File: config.mk
export PLATFORM = sky130hd
export DESIGN_NAME = cache_mask_register_virtualizer_core
export DESIGN_NICKNAME = d
export VERILOG_FILES = /design/src/rtl/cmrv_pkg.sv /design/src/rtl/cmrv_cfg_regs.sv /design/src/rtl/cmrv_vstore.sv /design/src/rtl/cmrv_decide.sv /design/src/rtl/cache_mask_register_virtualizer_core.sv
export VERILOG_INCLUDE_DIRS = /design/src /design/src/rtl
export SDC_FILE = /design/constraint.sdc
export NUM_CORES = 2
export LEC_CHECK = 0
export BUFFER_PORTS_ARGS = -buffer_cell sky130_fd_sc_hd__buf_2
export CORE_ASPECT_RATIO = 1.4
export CORE_UTILIZATION = 50
export CTS_CLUSTER_SIZE = 28
export DETAILED_ROUTE_END_ITERATION = 8
export GPL_TIMING_DRIVEN = 0
export PLACE_DENSITY = 0.69
export SLEW_MARGIN = 15
export SYNTH_ARGS = -nofsm -noshare
export SYNTH_HDL_FRONTEND = slang
export SYNTH_SLANG_ARGS = --single-unit
File: constraint.sdc
create_clock -name aclk -period 18.45 [get_ports aclk]
set_input_delay 2.7675 -clock aclk [delete_from_list [all_inputs] [get_ports aclk]]
set_output_delay 2.7675 -clock aclk [all_outputs]
set_load 0.1 [all_outputs]
File: src/rtl/cache_mask_register_virtualizer_core_macros.svh
// ----------------------------------------------------------------------------
// Assertion macros for the cache mask register virtualizer
// ----------------------------------------------------------------------------
`ifndef CACHE_MASK_REGISTER_VIRTUALIZER_CORE_MACROS_SVH
`define CACHE_MASK_REGISTER_VIRTUALIZER_CORE_MACROS_SVH

// Same-cycle implication, disabled during reset.
`define CMRV_ASSERT_NOW(label, clk, rst_n, ante, cons) \
    label: assert property (@(posedge clk) disable iff (!(rst_n)) (ante) |-> (cons)) \
        else $error("cmrv assertion failed");

// Next-cycle implication, disabled during reset.
`define CMRV_ASSERT_NEXT(label, clk, rst_n, ante, cons) \
    label: assert property (@(posedge clk) disable iff (!(rst_n)) (ante) |=> (cons)) \
        else $error("cmrv assertion failed");

`endif

File: src/rtl/cmrv_pkg.sv
// ----------------------------------------------------------------------------
// cmrv_pkg
// Types, codes and helper functions shared by the virtualizer modules.
// ----------------------------------------------------------------------------
`default_nettype none

package cmrv_pkg;

    localparam int MASK_W_MAX = 32;
    localparam int CFG_IDX_W  = 4;

    // Request kinds
    localparam logic [1:0] KIND_RD_MASK  = 2'd0;
    localparam logic [1:0] KIND_WR_MASK  = 2'd1;
    localparam logic [1:0] KIND_RD_CLASS = 2'd2;
    localparam logic [1:0] KIND_WR_CLASS = 2'd3;

    // Configuration register indexes
    localparam logic [CFG_IDX_W-1:0] CFG_VCAT_ENABLE = 4'd0;
    localparam logic [CFG_IDX_W-1:0] CFG_L2_ENABLE   = 4'd1;
    localparam logic [CFG_IDX_W-1:0] CFG_L3_ENABLE   = 4'd2;
    localparam logic [CFG_IDX_W-1:0] CFG_CLASS_COUNT = 4'd3;
    localparam logic [CFG_IDX_W-1:0] CFG_L2_WAY_MASK = 4'd4;
    localparam logic [CFG_IDX_W-1:0] CFG_L3_WAY_MASK = 4'd5;
    localparam logic [CFG_IDX_W-1:0] CFG_CLASS_MAP   = 4'd6;

    localparam logic STATUS_OK     = 1'b0;
    localparam logic STATUS_DENIED = 1'b1;

    typedef struct packed {
        logic        vcat_enable;
        logic        l2_enable;
        logic        l3_enable;
        logic [3:0]  class_count;
        logic [31:0] l2_way_mask;
        logic [31:0] l3_way_mask;
        logic [63:0] class_map;
    } cfg_t;

    typedef struct packed {
        logic                  l2_we;
        logic                  l3_we;
        logic                  cls_we;
        logic [2:0]            idx;
        logic [MASK_W_MAX-1:0] mask_data;
        logic [63:0]           cls_data;
    } wr_t;

    typedef struct packed {
        logic        status;
        logic [63:0] read_data;
        logic        phys_mask_write;
        logic        phys_class_update;
        logic [7:0]  phys_class;
        logic        phys_level;
        logic [31:0] phys_bits;
        logic [31:0] phys_bit_enable;
    } res_t;

    // Index of the lowest set bit, zero for an empty word.
    function automatic logic [4:0] lowest_index(input logic [31:0] v);
        logic [4:0] idx;
        idx = 5'd0;
        for (int i = 31; i >= 0; i--) begin
            if (v[i]) begin
                idx = 5'(i);
            end
        end
        return idx;
    endfunction

    // Byte v of the packed class map.
    function automatic logic [7:0] map_class(input logic [63:0] map, input logic [2:0] v);
        logic [63:0] sh;
        sh = map >> {v, 3'b000};
        return sh[7:0];
    endfunction

endpackage

`default_nettype wire

File: src/rtl/cmrv_cfg_regs.sv
// ----------------------------------------------------------------------------
// cmrv_cfg_regs
// Configuration register file, written through its own valid/ready channel.
// ----------------------------------------------------------------------------
`default_nettype none

module cmrv_cfg_regs (
    input  wire logic                          aclk,
    input  wire logic                          aresetn,
    input  wire logic                          cfg_valid,
    output logic                               cfg_ready,
    input  wire logic [cmrv_pkg::CFG_IDX_W-1:0] cfg_index,
    input  wire logic [63:0]                   cfg_data,
    output cmrv_pkg::cfg_t                     cfg
);

    cmrv_pkg::cfg_t cfg_reg;
    cmrv_pkg::cfg_t cfg_next;

    assign cfg_ready = 1'b1;
    assign cfg       = cfg_reg;

    always_comb begin
        cfg_next = cfg_reg;
        if (cfg_valid) begin
            case (cfg_index)
                cmrv_pkg::CFG_VCAT_ENABLE: cfg_next.vcat_enable = cfg_data[0];
                cmrv_pkg::CFG_L2_ENABLE:   cfg_next.l2_enable   = cfg_data[0];
                cmrv_pkg::CFG_L3_ENABLE:   cfg_next.l3_enable   = cfg_data[0];
                cmrv_pkg::CFG_CLASS_COUNT: cfg_next.class_count = cfg_data[3:0];
                cmrv_pkg::CFG_L2_WAY_MASK: cfg_next.l2_way_mask = cfg_data[31:0];
                cmrv_pkg::CFG_L3_WAY_MASK: cfg_next.l3_way_mask = cfg_data[31:0];
                cmrv_pkg::CFG_CLASS_MAP:   cfg_next.class_map   = cfg_data;
                default: begin
                    // drop writes beyond the register list
                end
            endcase
        end
    end

    always_ff @(posedge aclk) begin
        if (!aresetn) begin
            cfg_reg <= '0;
        end else begin
            cfg_reg <= cfg_next;
        end
    end

endmodule

`default_nettype wire

File: src/rtl/cmrv_vstore.sv
// ----------------------------------------------------------------------------
// cmrv_vstore
// Virtual L2/L3 mask registers and the virtual class-association register.
// ----------------------------------------------------------------------------
`default_nettype none

module cmrv_vstore #(
    parameter int MAX_CLASSES = 8,
    parameter int MASK_WIDTH  = 32
) (
    input  wire logic                  aclk,
    input  wire logic                  aresetn,
    input  wire logic                  commit,
    input  cmrv_pkg::wr_t              wr,
    input  wire logic [2:0]            rd_idx,
    output logic [MASK_WIDTH-1:0]      l2_rd,
    output logic [MASK_WIDTH-1:0]      l3_rd,
    output logic [63:0]                cls_rd
);

    localparam int IDX_W = (MAX_CLASSES > 1) ? $clog2(MAX_CLASSES) : 1;

    logic [MASK_WIDTH-1:0] l2_mask_reg [MAX_CLASSES];
    logic [MASK_WIDTH-1:0] l3_mask_reg [MAX_CLASSES];
    logic [63:0]           cls_sel_reg;

    logic [IDX_W-1:0] wr_idx;
    logic [IDX_W-1:0] rd_sel;

    assign wr_idx = wr.idx[IDX_W-1:0];
    assign rd_sel = rd_idx[IDX_W-1:0];

    assign l2_rd  = l2_mask_reg[rd_sel];
    assign l3_rd  = l3_mask_reg[rd_sel];
    assign cls_rd = cls_sel_reg;

    always_ff @(posedge aclk) begin
        if (!aresetn) begin
            for (int i = 0; i < MAX_CLASSES; i++) begin
                l2_mask_reg[i] <= '0;
                l3_mask_reg[i] <= '0;
            end
            cls_sel_reg <= '0;
        end else if (commit) begin
            if (wr.l2_we) begin
                l2_mask_reg[wr_idx] <= wr.mask_data[MASK_WIDTH-1:0];
            end
            if (wr.l3_we) begin
                l3_mask_reg[wr_idx] <= wr.mask_data[MASK_WIDTH-1:0];
            end
            if (wr.cls_we) begin
                cls_sel_reg <= wr.cls_data;
            end
        end
    end

endmodule

`default_nettype wire

File: src/rtl/cmrv_decide.sv
// ----------------------------------------------------------------------------
// cmrv_decide
// Access checks and result forming for one registered request.
// ----------------------------------------------------------------------------
`default_nettype none

module cmrv_decide #(
    parameter int MAX_CLASSES = 8,
    parameter int MASK_WIDTH  = 32
) (
    input  cmrv_pkg::cfg_t             cfg,
    input  wire logic [1:0]            kind,
    input  wire logic                  cache_level,
    input  wire logic [7:0]            reg_offset,
    input  wire logic [63:0]           write_value,
    input  wire logic [MASK_WIDTH-1:0] l2_rd,
    input  wire logic [MASK_WIDTH-1:0] l3_rd,
    input  wire logic [63:0]           cls_rd,
    output logic [2:0]                 rd_idx,
    output cmrv_pkg::wr_t              wr,
    output cmrv_pkg::res_t             res
);

    localparam logic [31:0] WAY_LIMIT = 32'((64'd1 << MASK_WIDTH) - 64'd1);
    localparam logic [3:0]  MAX_CNT   = 4'(MAX_CLASSES);

    logic [3:0]  eff_count;
    logic        lvl_en;
    logic [31:0] way;
    logic [4:0]  low;
    logic [31:0] vmax;
    logic        mask_ok;
    logic        fits;
    logic [31:0] fill;
    logic        one_run;
    logic [63:0] mask_rd;
    logic        cls_ok;

    assign rd_idx = reg_offset[2:0];

    always_comb begin
        eff_count = (cfg.class_count > MAX_CNT) ? MAX_CNT : cfg.class_count;
        lvl_en    = cache_level ? cfg.l3_enable : cfg.l2_enable;
        way       = (cache_level ? cfg.l3_way_mask : cfg.l2_way_mask) & WAY_LIMIT;
        low       = cmrv_pkg::lowest_index(way);
        vmax      = way >> low;
        mask_ok   = cfg.vcat_enable && lvl_en && (reg_offset < {4'd0, eff_count});
        fits      = (write_value[63:32] == 32'd0) && ((write_value[31:0] & ~vmax) == 32'd0);
        // fill the trailing zeros; a single run then becomes 2^k - 1
        fill      = write_value[31:0] | (write_value[31:0] - 32'd1);
        one_run   = (write_value[31:0] != 32'd0) && ((fill & (fill + 32'd1)) == 32'd0);
        mask_rd   = cache_level ? 64'(l3_rd) : 64'(l2_rd);
        cls_ok    = cfg.vcat_enable && (write_value[31:0] == 32'd0) &&
                    (write_value[63:32] < {28'd0, eff_count});

        res           = '0;
        res.status    = cmrv_pkg::STATUS_DENIED;
        wr            = '0;
        wr.idx        = reg_offset[2:0];
        wr.mask_data  = write_value[31:0];
        wr.cls_data   = write_value;

        case (kind)
            cmrv_pkg::KIND_RD_MASK: begin
                if (mask_ok) begin
                    res.status    = cmrv_pkg::STATUS_OK;
                    res.read_data = mask_rd;
                end
            end
            cmrv_pkg::KIND_WR_MASK: begin
                if (mask_ok && fits && one_run) begin
                    res.status          = cmrv_pkg::STATUS_OK;
                    res.phys_mask_write = 1'b1;
                    res.phys_class      = cmrv_pkg::map_class(cfg.class_map, reg_offset[2:0]);
                    res.phys_level      = cache_level;
                    res.phys_bits       = write_value[31:0] << low;
                    res.phys_bit_enable = way;
                    wr.l2_we            = !cache_level;
                    wr.l3_we            = cache_level;
                end
            end
            cmrv_pkg::KIND_RD_CLASS: begin
                if (cfg.vcat_enable) begin
                    res.status    = cmrv_pkg::STATUS_OK;
                    res.read_data = cls_rd;
                end
            end
            cmrv_pkg::KIND_WR_CLASS: begin
                if (cls_ok) begin
                    res.status            = cmrv_pkg::STATUS_OK;
                    res.phys_class_update = 1'b1;
                    res.phys_class        = cmrv_pkg::map_class(cfg.class_map,
                                                                write_value[34:32]);
                    wr.cls_we             = 1'b1;
                end
            end
            default: begin
                res.status = cmrv_pkg::STATUS_DENIED;
            end
        endcase
    end

endmodule

`default_nettype wire

File: src/rtl/cache_mask_register_virtualizer_core.sv
// ----------------------------------------------------------------------------
// cache_mask_register_virtualizer_core: guest cache-allocation register virtualizer
// Checks mask and class-select requests, keeps virtual copies, asks for physical updates.
// Two registers in line (input register, then result register); one request per cycle.
// Rate set by the single check pass between the two registers; m_ready low holds both.
// Reset (aresetn low, synchronous): config, virtual masks and class select clear to zero.
// ----------------------------------------------------------------------------
`default_nettype none

`include "cache_mask_register_virtualizer_core_macros.svh"

module cache_mask_register_virtualizer_core #(
    parameter int MAX_CLASSES = 8,
    parameter int MASK_WIDTH  = 32
) (
    input  wire logic                           aclk,
    input  wire logic                           aresetn,

    // configuration write channel
    input  wire logic                           cfg_valid,
    output logic                                cfg_ready,
    input  wire logic [cmrv_pkg::CFG_IDX_W-1:0] cfg_index,
    input  wire logic [63:0]                    cfg_data,

    // request channel
    input  wire logic                           s_valid,
    output logic                                s_ready,
    input  wire logic [1:0]                     s_kind,
    input  wire logic                           s_cache_level,
    input  wire logic [7:0]                     s_reg_offset,
    input  wire logic [63:0]                    s_write_value,

    // result channel
    output logic                                m_valid,
    input  wire logic                           m_ready,
    output logic                                m_status,
    output logic [63:0]                         m_read_data,
    output logic                                m_phys_mask_write,
    output logic                                m_phys_class_update,
    output logic [7:0]                          m_phys_class,
    output logic                                m_phys_level,
    output logic [31:0]                         m_phys_bits,
    output logic [31:0]                         m_phys_bit_enable
);

    // ------------------------------------------------------------------
    // Configuration registers
    // ------------------------------------------------------------------
    cmrv_pkg::cfg_t cfg;

    cmrv_cfg_regs u_cfg_regs (
        .aclk      (aclk),
        .aresetn   (aresetn),
        .cfg_valid (cfg_valid),
        .cfg_ready (cfg_ready),
        .cfg_index (cfg_index),
        .cfg_data  (cfg_data),
        .cfg       (cfg)
    );

    // ------------------------------------------------------------------
    // Input register: one request waits here for its check pass.
    // ------------------------------------------------------------------
    logic        in_valid_reg;
    logic        in_valid_next;
    logic [1:0]  kind_reg;
    logic        level_reg;
    logic [7:0]  offset_reg;
    logic [63:0] value_reg;

    logic        out_valid_reg;
    logic        out_valid_next;
    cmrv_pkg::res_t res_reg;

    // Advance whenever the result register is empty or being drained.
    logic advance;
    logic commit;

    assign advance = !out_valid_reg || m_ready;
    assign s_ready = !in_valid_reg || advance;
    // Commit the store update exactly when the request moves to the result register,
    // so the next request already sees it.
    assign commit  = advance && in_valid_reg;

    always_comb begin
        in_valid_next = in_valid_reg;
        if (s_valid && s_ready) begin
            in_valid_next = 1'b1;
        end else if (advance) begin
            in_valid_next = 1'b0;
        end
        out_valid_next = advance ? in_valid_reg : out_valid_reg;
    end

    always_ff @(posedge aclk) begin
        if (!aresetn) begin
            in_valid_reg  <= 1'b0;
            out_valid_reg <= 1'b0;
        end else begin
            in_valid_reg  <= in_valid_next;
            out_valid_reg <= out_valid_next;
        end
    end

    // Payload registers: load on accept, hold otherwise.
    always_ff @(posedge aclk) begin
        if (s_valid && s_ready) begin
            kind_reg   <= s_kind;
            level_reg  <= s_cache_level;
            offset_reg <= s_reg_offset;
            value_reg  <= s_write_value;
        end
    end

    // ------------------------------------------------------------------
    // Virtual register store and the check pass
    // ------------------------------------------------------------------
    logic [2:0]            rd_idx;
    logic [MASK_WIDTH-1:0] l2_rd;
    logic [MASK_WIDTH-1:0] l3_rd;
    logic [63:0]           cls_rd;
    cmrv_pkg::wr_t         wr;
    cmrv_pkg::res_t        res;

    cmrv_vstore #(
        .MAX_CLASSES (MAX_CLASSES),
        .MASK_WIDTH  (MASK_WIDTH)
    ) u_vstore (
        .aclk    (aclk),
        .aresetn (aresetn),
        .commit  (commit),
        .wr      (wr),
        .rd_idx  (rd_idx),
        .l2_rd   (l2_rd),
        .l3_rd   (l3_rd),
        .cls_rd  (cls_rd)
    );

    cmrv_decide #(
        .MAX_CLASSES (MAX_CLASSES),
        .MASK_WIDTH  (MASK_WIDTH)
    ) u_decide (
        .cfg         (cfg),
        .kind        (kind_reg),
        .cache_level (level_reg),
        .reg_offset  (offset_reg),
        .write_value (value_reg),
        .l2_rd       (l2_rd),
        .l3_rd       (l3_rd),
        .cls_rd      (cls_rd),
        .rd_idx      (rd_idx),
        .wr          (wr),
        .res         (res)
    );

    // ------------------------------------------------------------------
    // Result register: hold the result until the request is taken.
    // ------------------------------------------------------------------
    always_ff @(posedge aclk) begin
        if (commit) begin
            res_reg <= res;
        end
    end

    assign m_valid             = out_valid_reg;
    assign m_status            = res_reg.status;
    assign m_read_data         = res_reg.read_data;
    assign m_phys_mask_write   = res_reg.phys_mask_write;
    assign m_phys_class_update = res_reg.phys_class_update;
    assign m_phys_class        = res_reg.phys_class;
    assign m_phys_level        = res_reg.phys_level;
    assign m_phys_bits         = res_reg.phys_bits;
    assign m_phys_bit_enable   = res_reg.phys_bit_enable;

    // ------------------------------------------------------------------
    // Assertions
    // ------------------------------------------------------------------
    `CMRV_ASSERT_NEXT(a_commit_fills_output, aclk, aresetn, commit, out_valid_reg)

    `CMRV_ASSERT_NOW(a_update_kinds_exclusive, aclk, aresetn,
        out_valid_reg && res_reg.phys_mask_write,
        !res_reg.phys_class_update && (res_reg.status == cmrv_pkg::STATUS_OK))

    `CMRV_ASSERT_NOW(a_denied_is_quiet, aclk, aresetn,
        out_valid_reg && (res_reg.status == cmrv_pkg::STATUS_DENIED),
        (res_reg.read_data == 64'd0) && !res_reg.phys_mask_write && !res_reg.phys_class_update)

    `CMRV_ASSERT_NOW(a_bits_inside_enable, aclk, aresetn,
        out_valid_reg && res_reg.phys_mask_write,
        (res_reg.phys_bits & ~res_reg.phys_bit_enable) == 32'd0)

endmodule

`default_nettype wire

After elaboration in Yosys (flattened, before gate mapping)
Memory sizes are Yosys's and may differ from the RTL's. A register that Yosys moved wholly into a read port is not among the register bits. Index checks and enable logic that the tools add are counted.

$add $sub $neg: 2. Multiply operators: 0. Shift-type cells: 4. Magnitude comparators: 3. Bitwise operators: 4. Mux-type cells: 69. Equal/unequal tests: 9. Div/mod/pow operators: 0. Reduce and logical (&&, ||, !) cells: 34.

Operators with widths (number): $mux W5 (32); $mux W65 (2); $logic_not A32 Y1 (4); $mux W32 (4); $pmux W64 S2 (1); $shr A64 B6 Y8 (2); $mux W73 (1); $and A32 B32 Y32 (2); $reduce_or A32 Y1 (2); $add A32 B1 Y32 const B (1); $lt A32 B4 Y1 (1); $not A32 Y32 (1); $or A32 B32 Y32 (1); $reduce_bool A32 Y1 (1); $shl A32 B5 Y32 (1); $shr A32 B5 Y32 (1); $sub A32 B1 Y32 const B (1); $mux W1 (19); $reduce_and A2 Y1 (9); $pmux W8 S2 (1); $eq A4 B3 Y1 const B (3); $mux W3 (4); $logic_and A1 B1 Y1 (10); $mux W9 (1); 14 further kinds (20).

Input bits: 148. Output and inout port bits: 143. Bits in latches: 0. Memory bits (writable): 512. Word-level logic and storage cells: 149. Register bits after elaboration: 416. Bits in read-only memories: 0. Memories: 2.

Memory list: u_vstore.l2_mask_reg (depth 8, bits a word 32, rd ports 1, clocked after Yosys merged registers in 1, write ports 8, line cmrv_vstore.sv:23) `logic [MASK_WIDTH-1:0] l2_mask_reg [MAX_CLASSES];`; u_vstore.l3_mask_reg (depth 8, bits a word 32, rd ports 1, clocked after Yosys merged registers in 1, write ports 8, line cmrv_vstore.sv:24) `logic [MASK_WIDTH-1:0] l3_mask_reg [MAX_CLASSES];`.

Logic depth before layout (Yosys ltp)
Word-level depth: 48. Gate-level depth with buffers: 20. Mapped depth without buffers: 14.

By module
From an unflattened synthesis, not the netlist that was laid out.

Cell total of the unflattened synthesis: 3821. Area, all modules: 46306.9 um^2.

Modules (own cells, without submodules): cmrv_vstore (seq. area each 16656.0 um^2, cells each 1748, area each 25361.8 um^2, times used 1); cmrv_decide (seq. area each 0.0 um^2, cells each 1332, area each 9262.6 um^2, times used 1); cache_mask_register_virtualizer_core (seq. area each 6496.2 um^2, cells each 224, area each 6560.0 um^2, times used 1); cmrv_cfg_regs (seq. area each 2702.6 um^2, cells each 517, area each 5122.4 um^2, times used 1).

Worst setup path after synthesis
No wires, ideal clock.

Path kind: in2reg. Start point: in m_ready. End point: mem u_vstore.l2_mask_reg[3][0] (enable). Buffers on the path: 1. Setup slack: 6.459 ns. Data required time: 17.940 ns. Stages: 5. Library setup time: 0.510 ns. Arrival time: 11.480 ns. Cells stage by stage: nor2b_1 -> nor2b_1 -> clkbuf_1 -> nand2_1 -> o41ai_1.

RTL lines: start: declaration (line cache_mask_register_virtualizer_core.sv:35) `input wire logic m_ready,`; end: declaration (line cmrv_vstore.sv:23).

==> results.yml <==
floorplanning:
  die_w_um: 254.6
  io_pins: 291
  die_h_um: 355.7
  rows: 129
  start_util_pct: 50.51
  die_area_um2: 90560
  coreArea_um2: 88450
global_routing:
  antenna_found_initial: 13
  grt_pass1_vias: 35440
  grt.overflow.total: 0
  grt_max_degree: 62
  grtUsageTotal_pct: 37.26
  grt_pass1_wl_um: 240600
power:
  clock_power_share_pct: 37.4
  leakagePower_nw: 16.76
  p_seq_share_pct: 47.1
  p_per_area_nw_per_um2: 98.24
  netSwitchingPower_w: 0.001413
  switching_share_pct: 28.02
  combPwrFrac_pct: 15.4
  irDropWorstVdd_v: 0.00007405
  intPower_w: 0.003630
critical_path:
  reg2reg_depth: 20
  cp_num_cells: 20
  worst_path_dominant_cell_family: "compound AO/OA/AOI/OAI gates"
  critPathMaxStageDelay_ns: 0.82
  crit_path_frequent_cell: "buf_2"
  path_cells: "buf_2, buf_2, buf_2, mux2i_1, nor2_1, o21ai_0, o21ai_0, a21oi_1, clkbuf_1, clkbuf_1, a31oi_1, o2111ai_1, o2111ai_1, a2111oi_0, nand4_2, buf_2, o41ai_2, buf_2, buf_2, buf_4"
  r2r-start: "level_reg"
  endpoint: "u_vstore.l2_mask_reg[1][28]"
  cp-end-kind: "register"
  critPathMaxFanout: 11
  crit_start: "level_reg"
  worstPathArrival_ns: 9.10
  timing_worst_setup_path_type: "reg2reg"
  cp.required_ns: 18.84
  slowest_stage: "o41ai_2"
  r2r_end: "u_vstore.l2_mask_reg[1][28]"
  cp.buffers_inverters: 9
  start_kind: "register"
  r2r_setup_slack_ns: 9.73
detailed_routing:
  avgViaCountPerCell: 6.660
  ant_nets: 0
  dr_total_vias: 35990
  wl_um: 167700
  drcViolationCount: 0
  drt_iter0_markers: 4759
  dr.pass1.iters: 6
  drt-wirelength-per-cell_um: 31.04
yosys:
  yosysSeqAreaShare_pct: 58.01
  synthAdderAreaFrac_pct: 0.1681
  synth_ff_type: "edfxtp_1"
  yosysMostFrequentCell: "edfxtp_1"
  synth-compound-area-share_pct: 8.036
  synth_edf_count: 727
  synth_common_cells: "727 x edfxtp_1, 539 x nor3_1, 413 x nand2_1"
  synth-simple-area-share_pct: 16.49
  synth_seq_cells: 931
  yosys_warnings: 0
  synth_top_family_by_area: "simple AND/OR/NAND/NOR gates"
  netlist_area_um2: 44670
  synth_xor_area_share_pct: 0
  synthTopCellsByArea: "edfxtp_1 49%, mux4_2 9.2%, dfxtp_1 9.1%, nor3_1 6.0%, mux2i_1 3.7%"
  async_flop_share_pct: 0
  synth.largest_area_cell: "edfxtp_1"
  synth_top_area_share_pct: 48.87
  muxShareOfSynthArea_pct: 13.74
  ys_types: 81
  synth.avg_cell_area_um2: 12.07
  netlist_instances: 3702
  synth_nets: 3856
placement:
  dp.cells: 5232
  place_congestion: 1.001
  portBuffers: 289
  hpwl_um: 125800
clock_network:
  clkSlewWorstSetupHoldPaths_ns: 0.06
  ctsResizeCount: 0
  numCtsBuffers: 90
  clockBufferDepth: 3
  cts_max_level: 3
  insertion_delay_ns: 0.70
  cts.hold.buffers_added: 0
  cts_root_buf: "clkbuf_16"
  cts.sink_count: 931
  cts_tree: "done"
  post-cts-setup-buffers: 0
timing:
  drv_slew: 0
  worstMarginPinSlew_ns: 1.284
  maxSlewHeadroom_pct: 14.40
  max_freq_mhz: 114.7
  finalCritPeriodShare_pct: 47.24
  finalClockSkew_ns: 0.02931
  setup_viol: 0
  final-hold-violation-count: 0
  final.min_clock_period_ns: 8.715
  finalSetupTns_ns: 0
  rsz0062_at_grt: "no"
final_layout:
  multi_input_area_um2: 17330
  fillers: 7502
  instances_no_fill: 5403
  ff_latch_area_um2: 25910
  final_nets: 4301
  drive_above_1_share_pct: 19.45
  area_growth_pct: 14.91
min_path:
  min_from: "u_vstore.cls_rd[56]"
  hold_path_class: "reg2reg"
status:
  status: "finished clean"
job:
  maxCapViolCount: 0
==> logic make-up after synthesis <==
group / after synthesis
buffers and inverters: 397
flip-flops: 931
AO/OA/AOI/OAI: 491
AND/OR/NAND/NOR: 1496
other: 1
adder cells (fa/ha/maj): 6
multiplexers: 380
==> cell type report <==
type / instances / share of cell area (%)
well taps: 1179 / 2.874
flip-flops and latches: 931 / 50.49
inverters: 22 / 0.1658
clock inverters: 51 / 1.019
multi-input cells: 2374 / 33.76
repair buffers: 353 / 4.039
clock buffers: 114 / 4.683
diodes: 4 / 0.01950
plain buffers: 375 / 2.954
==> how the worst min path moves through the flow <==
stage / cells after the start / slack, ns / end
after floorplan: 1 / 0.42 / u_vstore.cls_rd[36]
after global placement: 1 / 0.43 / u_vstore.cls_rd[51]
after detailed placement: 1 / 0.44 / u_vstore.cls_rd[55]
after CTS: 1 / 0.45 / u_vstore.cls_rd[43]
after global routing: 1 / 0.47 / u_vstore.cls_rd[58]
final: 1 / 0.45 / u_vstore.cls_rd[56]
==> layout by cell type (no fill, tap or decap), types with 22 or more instances in the layout <==
cell / n
nor2_1: 114
buf_1: 43
mux4_2: 183
a21boi_0: 137
and2_1: 72
o22ai_1: 32
dfxtp_1: 204
nor4_1: 31
nor3_1: 539
clkbuf_1: 268
and3_1: 38
edfxtp_1: 727
nand2_1: 413
mux2_2: 34
nand2b_1: 41
or3_1: 43
buf_4: 22
a32o_1: 23
o21ai_0: 39
nand3_1: 80
nor2b_1: 35
mux2i_1: 163
clkbuf_16: 91
nand4_1: 32
a21oi_1: 59
buf_2: 390
==> per-stage QoR <==
| stage | area (µm²) | hold WS, ns | util (%) | total power (W) | worst slack, ns |
|---|---|---|---|---|---|
| after floorplan | 44670 | 0.4210 | - | 0.002911 | 6.459 |
| after detailed placement | 48370 | 0.4352 | 54.68 | 0.003172 | 10.28 |
| after global routing | 51330 | 0.4711 | 58.03 | 0.005144 | 9.762 |
| after global placement | 47590 | 0.4332 | 53.81 | 0.003163 | 0.09820 |
| final | 51330 | 0.4481 | 58.03 | 0.005043 | 9.735 |
| after CTS | 51290 | 0.4537 | 57.99 | 0.005014 | 10.19 |
==> routing by layer <==
layer  up-vias  wire (µm)  track usage, %
met1     17560      55170           42.25
met2      2674      80540           61.19
met3       719      17140           8.481
met4        12      14800           28.07
li1      15020          -               -
met5         -         71               0
==> power groups by stage <==
stage | Sequential, W | Combinational [W] | Clock (W)
2_1_floorplan | 0.00252 | 0.000389 | 0
5_1_grt | 0.00238 | 0.000800 | 0.00196
6_report | 0.00238 | 0.000778 | 0.00189
4_1_cts | 0.00238 | 0.000755 | 0.00188
3_3_place_gp | 0.00243 | 0.000732 | 0
3_5_place_dp | 0.00242 | 0.000752 | 0
==> worst reg2reg max path, cell delays in order (launching register included) <==
cell	delay, ns
edfxtp_1	0.51
buf_2	0.33
buf_2	0.34
buf_2	0.36
mux2i_1	0.44
nor2_1	0.08
o21ai_0	0.32
o21ai_0	0.22
a21oi_1	0.58
clkbuf_1	0.54
clkbuf_1	0.51
a31oi_1	0.32
o2111ai_1	0.28
o2111ai_1	0.16
a2111oi_0	0.80
nand4_2	0.51
buf_2	0.43
o41ai_2	0.83
buf_2	0.38
buf_2	0.27
buf_4	0.20
(Power assumes the default switching activity.)
